### config.mk
export PLATFORM = sky130hd
export DESIGN_NAME = dws_cell
export DESIGN_NICKNAME = d
export VERILOG_FILES = /design/src/design/dws_pkg.sv /design/src/design/dws_cell.sv
export SDC_FILE = /design/constraint.sdc
export NUM_CORES = 1
export LEC_CHECK = 0
export ABC_AREA = 0
export BUFFER_PORTS_ARGS = -buffer_cell sky130_fd_sc_hd__buf_2
export CORE_MARGIN = 5
export CORE_UTILIZATION = 39
export DETAILED_ROUTE_END_ITERATION = 8
export PLACE_DENSITY_LB_ADDON = 0.25
export SYNTH_ARGS = -nofsm -noshare
export SYNTH_HDL_FRONTEND = slang
export SYNTH_SLANG_ARGS = --single-unit
### constraint.sdc
create_clock -name clock -period 1.5 [get_ports clock]
set_clock_uncertainty 0.15 [all_clocks]
set_input_delay 0 -clock clock [delete_from_list [all_inputs] [get_ports clock]]
set_output_delay 0 -clock clock [all_outputs]
set_load 0.02 [all_outputs]
### src/design/dws_pkg.sv
// Package for the work-stealing deque unit: opcodes, control states, cell command
// struct and the radix of the tail collection tree. Depends on nothing.
`default_nettype none

package dws_pkg;

   // Operation codes carried by a request beat.
   typedef enum logic [1:0] {
      OP_PUSH  = 2'd0,
      OP_POP   = 2'd1,
      OP_STEAL = 2'd2,
      OP_NONE  = 2'd3
   } dws_op_type;

   // Control states of the top level.
   typedef enum logic {
      ST_IDLE,
      ST_WAIT
   } dws_state_type;

   // Command broadcast to every cell of the chain in the same cycle.
   typedef struct packed {
      logic push;
      logic pop;
      logic steal;
   } dws_cmd_type;

   // Fan-in of each node of the tail collection tree.
   localparam int TREE_RADIX = 16;

   // Number of registered levels needed to reduce depth leaves to one node.
   function automatic int tree_levels(input int depth);
      int lv;
      int span;
      lv = 1;
      span = TREE_RADIX;
      while (span < depth) begin
         span = span * TREE_RADIX;
         lv = lv + 1;
      end
      return lv;
   endfunction

endpackage

`default_nettype wire

### src/design/dws_cell.sv
// One cell of the deque chain: holds one handle and its valid bit.
// Uses dws_pkg for the command struct.
`default_nettype none

module dws_cell #(
   parameter int HANDLE_BITS = 32
) (
   input  wire                     clock,
   input  wire                     reset,
   input  wire dws_pkg::dws_cmd_type cmd,
   input  wire                     left_valid,
   input  wire  [HANDLE_BITS-1:0]  left_data,
   input  wire                     right_valid,
   input  wire  [HANDLE_BITS-1:0]  right_data,
   output logic                    valid,
   output logic [HANDLE_BITS-1:0]  data,
   output logic [HANDLE_BITS-1:0]  tap
);

   logic                   valid_ff;
   logic                   valid_in;
   logic [HANDLE_BITS-1:0] data_ff;
   logic [HANDLE_BITS-1:0] data_in;

   // Push shifts toward the older end, pop shifts toward the newer end,
   // and steal drops the oldest entry by clearing the last valid cell.
   always_comb begin
      valid_in = valid_ff;
      data_in  = data_ff;
      priority if (cmd.push) begin
         valid_in = left_valid;
         data_in  = left_data;
      end else if (cmd.pop) begin
         valid_in = right_valid;
         data_in  = right_data;
      end else if (cmd.steal) begin
         valid_in = valid_ff & right_valid;
      end else begin
         // No command: the cell keeps its contents.
         valid_in = valid_ff;
         data_in  = data_ff;
      end
   end

   always_ff @(posedge clock) begin
      if (reset) begin
         valid_ff <= 1'b0;
      end else begin
         valid_ff <= valid_in;
      end
   end

   always_ff @(posedge clock) begin
      data_ff <= data_in;
   end

   // The oldest entry is the last valid cell; only that cell drives its tap.
   assign valid = valid_ff;
   assign data  = data_ff;
   assign tap   = (valid_ff && !right_valid) ? data_ff : '0;

endmodule

`default_nettype wire

==> results_dict.tcl, run 1 <==
set metrics [dict create \
    dieArea_sq_um 5629 \
    wire_per_inst_um 16.36 \
    stdcell_count 369 \
    status "complete, no violations" \
    path_buf_inv 2 \
    grt_pass1_vias 1797 \
    drc 0 \
    io_pins 136 \
    worstPathMaxFanout 14 \
    finalWorstSetupSlack_ns 0.03573 \
    cts_root_buf "clkbuf_8" \
    die_width_um 75.03 \
    crit_family "simple AND/OR/NAND/NOR gates" \
    post-route-period-util_pct 97.62 \
    drive_gt1_share_pct 57.05 \
    synth_top_cells_by_area "edfxtp_1 (58%), mux2_2 (22%), and2_1 (12%)" \
    cp.required_ns 1.35 \
    synth_nets 181 \
    synth_seq_area_share_pct 59.48 \
    place_ws_ns 0.2496 \
    stdcell_area_sq_um 3159 \
    synth_top_area_share_pct 58.27 \
    antenna_cells 0 \
    cts_tree "done" \
    synth_area_sq_um 1649 \
    crit_slowest_cell "dfxtp_2" \
    grt_max_degree 33 \
    synth_top_cell_by_area "edfxtp_1" \
    critical_path_class "register to output port" \
    crit_path_end_kind "output port" \
    track_usage_pct 21.00 \
    tightest_slew_ns 0.7500 \
    dr.first_iter.drc_count 46 \
    drt_wl_total_mm 6.036 \
    yosys_warnings 0 \
    fp-row-count 23 \
    ys_seq_elements 33 \
    clkTransAtPathRegs_ns 0.06 \
    peakVddDrop_v 0.0005018 \
    relSlewSlack_pct 50.00 \
    maxCapViolCount 0 \
    cts_buffers 5 \
    holdCritPathClass "input port to register" \
    avgSynthCellArea_sq_um 14.99 \
    ant_nets 0 \
    dp.cells 292 \
    antenna_found_initial 0 \
    dp_hpwl_mm 3.335 \
    synthDistinctLibCells 12 \
    worst_setup_path_start_kind "register" \
    timing_hold_violations_final 0 \
    core_sq_um 4058 \
    setup_viol 0 \
    fmax_mhz 682.9 \
    syn2layout_area_growth_pct 91.58 \
    overflow 0 \
    dr.pass1.iters 4 \
    gp_congestion 0.6876 \
    cts_sinks 33 \
    clock_latency_ns 0.27 \
    syn_inst 110 \
    cts_buffer_depth 2 \
    cp_data_arrival_time_ns 1.31 \
    initial_core_util_pct 40.64 \
    power_density_nw_per_um2 790.0 \
    leakage_nw 1.510 \
    via_per_inst 4.526 \
    maxSlewViolCount 0 \
    num_vias 1670 \
    max_stage_delay_ns 0.33 \
    io_buffer_count 135 \
    placed_cell_area_sq_um 2361 \
    r2r_slack_ns 0.66 \
    htree_levels 2 \
    grt_pass1_wl_mm 8.480 \
    rsz0062_at_grt "yes" \
    nets 389 \
    min_period_ns 1.464 \
    die_h_um 75.03 \
    path_cells "and2b_2, buf_8, and2_1, buf_6" \
]
-- worst min-delay path, stage by stage --
cell and delay [ns]:
buf_2 0.11, o21ba_2 0.23, o41ai_2 0.06
-- what timing repair did --
item,4_1_cts,5_1_grt
endpoints found under the hold margin,33,1
resized for setup,0,12
endpoints found under the setup margin,0,23
hold buffers,66,3
setup buffers,0,0
-- per-stage QoR --
stage               util (%)  TNS [ns]  hold WS [ns]  total power, W
finish                 77.86         0       0.01139        0.002496
global route           77.86  -0.05526       0.02624        0.002620
CTS                    76.44         0        0.1652        0.002504
detailed placement     58.19         0       0.06725        0.001733
global placement       58.19         0       0.06267        0.001725
floorplan                  -         0      -0.04849        0.001502
-- per-layer routing --
| metal | track usage, % | vias up | part of all wire (%) | wire [um] |
|---|---|---|---|---|
| met5 | 0 | - | 0 | 0 |
| met4 | 6.917 | 0 | 2.5 | 150 |
| met3 | 6.008 | 14 | 7.8 | 471 |
| met2 | 43.42 | 85 | 57 | 3467 |
| met1 | 18.82 | 763 | 32 | 1947 |
| li1 | - | 808 | - | - |
-- registers in the layout, summed over array words and instances (netlist names) --
signal and flops:
data 32, valid 1
-- Yosys cell counts --
cell and n:
mux2_2 32, nand3b_1 1, o21ba_2 1, clkbuf_1 3, dfxtp_1 1, and2b_1 1, o41ai_2 1, buf_6 4
and2_1 32, edfxtp_1 32, nor2_1 1, or2_2 1
-- path summary, 6_finish.rpt --
kind | startpoint | end | cells past startpoint
worst max register to register | valid$_SDFFE_PP0P_ | valid$_SDFFE_PP0P_ | 2
worst min register to register | valid$_SDFFE_PP0P_ | valid$_SDFFE_PP0P_ | 2
worst min-delay path | right_valid | valid$_SDFFE_PP0P_ | 3
worst max-delay path | valid$_SDFFE_PP0P_ | tap[5] | 4
-- cell usage in the layout, fill, tap and decap left out --
master         Yosys  routed
o21ba_2            1       1
nor2_1             1       1
edfxtp_1          32      32
clkbuf_8           0       5
and2_1            32      32
buf_4              0       2
and2b_2            0       1
o41ai_2            1       1
buf_6              4       4
dlygate4sd3_1      0      68
dfxtp_2            0       1
nand3b_1           1       1
or2_2              1       1
clkbuf_1           3       3
buf_8              0       1
mux2_2            32      32
buf_2              0     133
-- power by group --
group / internal, W / leakage (nW) / switching, W
logic: 0.000358 / 1.14 / 0.000341
registers: 0.00113 / 0.335 / 0.0000476
clock network: 0.000329 / 0.0395 / 0.000289
total: 0.00182 / 1.51 / 0.000677
-- logic make-up (layout without fill, tap and decap cells) --
logic type	count (synthesis)	after routing	share of synthesized area [%]
simple gates	36	36	13.66
flops	33	33	59.48
mux	32	32	21.85
buf+inv	7	216	3.414
compound gates	2	2	1.594
-- area by class of cell --
type,instances,area [sq um]
clock buffers,8,80.08
fillers,278,898.4
repair buffers,208,1421
flip-flops and latches,33,982.2
well taps,50,62.56
multi-input cells,70,613.1
(Power assumes the default switching activity.)
==> inputs of run 2 (changes only) <==
--- a/config.mk
+++ b/config.mk
@@ -7,8 +7,8 @@
 export LEC_CHECK = 0
 export ABC_AREA = 0
 export BUFFER_PORTS_ARGS = -buffer_cell sky130_fd_sc_hd__buf_2
-export CORE_MARGIN = 5
 export CORE_UTILIZATION = 39
+export CTS_CLUSTER_SIZE = 25
 export DETAILED_ROUTE_END_ITERATION = 8
 export PLACE_DENSITY_LB_ADDON = 0.25
 export SYNTH_ARGS = -nofsm -noshare
==> results_dict.tcl, run 2 (synthesis results as in run 1) <==
set metrics [dict create \
    timing_hold_violations_final 0 \
    grt_max_degree 33 \
    r2r-start "valid$_SDFFE_PP0P_" \
    crit_path_end_kind "output port" \
    ant_nets 0 \
    status "complete, no violations" \
    peakVddDrop_v 0.0005560 \
    post_cts_buffers 0 \
    total_power_w 0.002716 \
    cts_sinks 33 \
    cts_tree "done" \
    dieArea_sq_um 4492 \
    crit_start "valid$_SDFFE_PP0P_" \
    worstHoldStart "right_valid" \
    placed_cell_area_sq_um 2346 \
    worstPathMaxFanout 16 \
    syn2layout_area_growth_pct 91.43 \
    cts_buffers 5 \
    die_h_um 67.03 \
    holdPathStages 3 \
    dr.pass1.iters 4 \
    post-route-util_pct 78.35 \
    cp_data_arrival_time_ns 1.24 \
    antenna_cells 0 \
    cp.required_ns 1.35 \
    power_density_nw_per_um2 860.4 \
    holdCritPathClass "input port to register" \
    layout_commonest_cell "buf_2" \
    overflow 0 \
    cts_buffer_depth 2 \
    clkTransAtPathRegs_ns 0.07 \
    r2r_slack_ns 0.64 \
    grt_pass1_wl_mm 7.465 \
    die_width_um 67.03 \
    hold_path_end "valid$_SDFFE_PP0P_" \
    dp_hpwl_mm 2.843 \
    post-route-period-util_pct 92.52 \
    core_sq_um 4029 \
    maxSlewViolCount 0 \
    initial_core_util_pct 40.93 \
    io_pins 136 \
    leakage_nw 1.511 \
    antenna_found_initial 0 \
    cts_root_buf "clkbuf_8" \
    final_cell_mix "buf_2 (135), dlygate4sd3_1 (68), mux2_2 (32), and2_1 (32), edfxtp_1 (32)" \
    gp_congestion 0.6911 \
    nets 387 \
    grt_pass1_vias 1632 \
    dr.first_iter.drc_count 78 \
    clock_latency_ns 0.28 \
    rsz0062_at_grt "no" \
    relSlewSlack_pct 49.64 \
    r2r_end "valid$_SDFFE_PP0P_" \
    via_per_inst 4.534 \
    drc 0 \
    fmax_mhz 720.6 \
    drive_gt1_share_pct 57.41 \
    maxCapViolCount 0 \
    stdcell_area_sq_um 3157 \
    wire_per_inst_um 14.41 \
    min_period_ns 1.388 \
    num_vias 1664 \
    drt_wl_total_mm 5.287 \
    nFillCells 261 \
    io_buffer_count 135 \
    fp-row-count 23 \
    setup_viol 0 \
    tightest_slew_ns 0.7553 \
    r2r_cells 2 \
    worst_setup_path_start_kind "register" \
    htree_levels 2 \
    track_usage_pct 23.23 \
    critical_path_class "register to output port" \
    largest_register_ffs 32 \
]
## run 2: cell count changes in the layout (fill, tap and decap cells not counted)
cell,previous run,this run
bufinv_16,0,1
buf_6,4,0
and2b_4,0,2
clkbuf_8,5,6
clkbuf_1,3,1
buf_2,133,135
and2b_2,1,0
buf_8,1,0
## run 2: layer usage
layer / GRT usage (%) / vias to the layer above / part of all wire, %
li1: - / 808 / -
met1: 23.73 / 768 / 36
met2: 43.25 / 72 / 57
met3: 5.479 / 16 / 4.1
met4: 11.44 / 0 / 3.2
met5: 0 / - / 0
## run 2: how the worst max path moves through the flow
stage	slack, ns	to	cells after the start
2_1_floorplan	0.25	data[0]$_DFFE_PP_	3
3_3_place_gp	0.007	tap[18]	3
3_5_place_dp	-0.06	tap[4]	3
5_1_grt	0.03	tap[4]	3
6_report	0.11	tap[11]	3
4_1_cts	0.008	tap[4]	3
## run 2: what timing repair did
item | CTS | global route
hold buffers | 66 | 3
endpoints found under the hold margin | 33 | 1
gates cloned | 0 | 1
resized for setup | 2 | 3
setup endpoints to repair | 32 | 33
## run 2: layout make-up
type,instances,area [sq um],area share [%]
multi-input combinational,71,624.3,19.78
tap,50,62.56,1.982
clock buffer,7,86.33,2.735
clock inverter,1,30.03,0.9512
timing repair buffer,205,1371,43.44
sequential,33,982.2,31.11
## run 2: power breakdown
part | switching [W] | leakage (nW) | internal [W]
logic | 0.000334 | 1.12 | 0.000351
registers | 0.0000468 | 0.335 | 0.00113
clock network | 0.000313 | 0.0585 | 0.000541
total | 0.000693 | 1.51 | 0.00202
## run 2: worst max-delay path, cell delays in order (launching register included)
cell and delay (ns):
dfxtp_2 0.35, and2b_4 0.26, and2_1 0.16, buf_2 0.17
## run 2: metrics by stage
step / setup TNS (ns) / hold WS, ns / setup WS, ns / cells
2_1_floorplan: 0 / -0.04849 / 0.2508 / 110
3_5_place_dp: -1.124 / 0.06954 / -0.06446 / 290
4_1_cts: 0 / 0.09531 / 0.008145 / 364
5_1_grt: 0 / 0.02949 / 0.03498 / 367
3_3_place_gp: 0 / 0.06134 / 0.007426 / 290
6_report: 0 / 0.01701 / 0.1122 / 367
==> inputs of run 3 (changes only) <==
--- a/config.mk
+++ b/config.mk
@@ -7,10 +7,12 @@
 export LEC_CHECK = 0
 export ABC_AREA = 0
 export BUFFER_PORTS_ARGS = -buffer_cell sky130_fd_sc_hd__buf_2
+export CORE_ASPECT_RATIO = 0.9
 export CORE_UTILIZATION = 39
 export CTS_CLUSTER_SIZE = 25
 export DETAILED_ROUTE_END_ITERATION = 8
 export PLACE_DENSITY_LB_ADDON = 0.25
+export SLEW_MARGIN = 20
 export SYNTH_ARGS = -nofsm -noshare
 export SYNTH_HDL_FRONTEND = slang
 export SYNTH_SLANG_ARGS = --single-unit
==> results_dict.tcl, run 3 (synthesis results as in run 1) <==
set metrics [dict create \
    status "complete, but fails checks" \
    violations "DRC" \
    hold_ws_ns 0.02717 \
    cts_buffer_depth 2 \
    cts_root_buf "clkbuf_8" \
    antenna_cells 0 \
    htree_levels 2 \
    layout_commonest_cell "buf_2" \
    rsz0062_at_grt "no" \
    grt_pass1_wl_mm 7.866 \
    ant_nets 0 \
    antenna_found_initial 0 \
    die_width_um 70.55 \
    peakVddDrop_v 0.0006695 \
    io_buffer_count 135 \
    clkTransAtPathRegs_ns 0.06 \
    maxCapViolCount 0 \
    nets 387 \
    final_cell_mix "buf_2 (135), dlygate4sd3_1 (68), mux2_2 (32), and2_1 (32), edfxtp_1 (32)" \
    cts_sinks 33 \
    syn2layout_area_growth_pct 89.15 \
    post-route-period-util_pct 93.51 \
    drt_wl_total_mm 5.477 \
    cts_tree "done" \
    worstPathMaxFanout 16 \
    clock_latency_ns 0.28 \
    post-route-util_pct 76.57 \
    drive_gt1_share_pct 56.78 \
    holdPathStages 3 \
    num_vias 1690 \
    cts_buffers 5 \
    cp.required_ns 1.35 \
    die_h_um 63.69 \
    track_usage_pct 23.58 \
    r2r_cells 2 \
    initial_core_util_pct 40.48 \
    core_sq_um 4074 \
    holdCritPathClass "input port to register" \
    gp_congestion 0.6530 \
    wire_per_inst_um 15.01 \
    power_density_nw_per_um2 797.3 \
    grt_pass1_vias 1690 \
    worst_setup_path_start_kind "register" \
    setup_viol 0 \
    stdcell_count 365 \
    timing_hold_violations_final 0 \
    tns_ns 0 \
    io_pins 136 \
    grt_max_degree 35 \
    leakage_nw 1.493 \
    dr.pass1.iters 8 \
    tightest_slew_ns 0.7597 \
    crit_path_end_kind "output port" \
    min_period_ns 1.403 \
    critical_path_class "register to output port" \
    relSlewSlack_pct 49.36 \
    drc 20 \
    post_cts_buffers 0 \
    via_per_inst 4.630 \
    fp-row-count 22 \
    overflow 0 \
    dr.first_iter.drc_count 81 \
    cp_data_arrival_time_ns 1.25 \
    maxSlewViolCount 0 \
    largest_register_ffs 32 \
    r2r_slack_ns 0.64 \
    fmax_mhz 713.0 \
    dp_hpwl_mm 2.602 \
    dieArea_sq_um 4493 \
    nFillCells 286 \
    dp.cells 287 \
]
run 3: cell types whose count changed in the layout (fill, tap and decap cells not counted):
cell / change
and2b_2: +1
clkbuf_8: -1
clkbuf_1: +2
buf_4: -1
bufinv_16: -1
run 3: area by class of cell:
class                   count  area, sq um  share of cell area (%)
well taps                  48        60.06                   1.925
flip-flops and latches     33        982.2                   31.49
repair buffers            204         1364                   43.72
clock buffers               8        80.08                   2.567
multi-input cells          72        633.1                   20.30
run 3: final timing paths:
path	startpoint	to
worst min register to register	valid$_SDFFE_PP0P_	valid$_SDFFE_PP0P_
worst max register to register	valid$_SDFFE_PP0P_	valid$_SDFFE_PP0P_
worst min-delay path	right_valid	valid$_SDFFE_PP0P_
worst max-delay path	valid$_SDFFE_PP0P_	tap[23]
run 3: what timing repair did:
action | CTS | global route
gates cloned | 0 | 2
resized for setup | 2 | 4
hold endpoints to repair | 33 | 1
hold buffers | 66 | 3
setup endpoints to repair | 32 | 33
run 3: metal layers:
metal  global-route usage [%]  vias up  wire, um
met3                    8.640       10       458
met4                    8.250        0        85
li1                         -      810         -
met5                        0        -         0
met2                    45.02       94      2903
met1                    23.27      776      2029
run 3: metrics by stage:
stage / instance area, sq um / setup slack [ns] / total power, W
2_1_floorplan: 1649 / 0.2508 / 0.001502
3_3_place_gp: 2336 / 0.02178 / 0.001713
3_5_place_dp: 2336 / -0.05552 / 0.001720
4_1_cts: 3079 / 0.01961 / 0.002481
5_1_grt: 3119 / 0.02243 / 0.002611
6_report: 3119 / 0.09741 / 0.002487
run 3: worst max-delay path: stages (launching register included):
cell	delay [ns]
dfxtp_2	0.37
and2b_4	0.29
and2_1	0.15
buf_2	0.16
run 3: where the power goes:
part	switching, W	total, W	leakage (nW)	internal (W)
Clock	0.000295	0.000624	0.0395	0.000329
Sequential	0.0000457	0.00118	0.335	0.00113
Combinational	0.000337	0.000687	1.12	0.000350
Total	0.000677	0.00249	1.49	0.00181
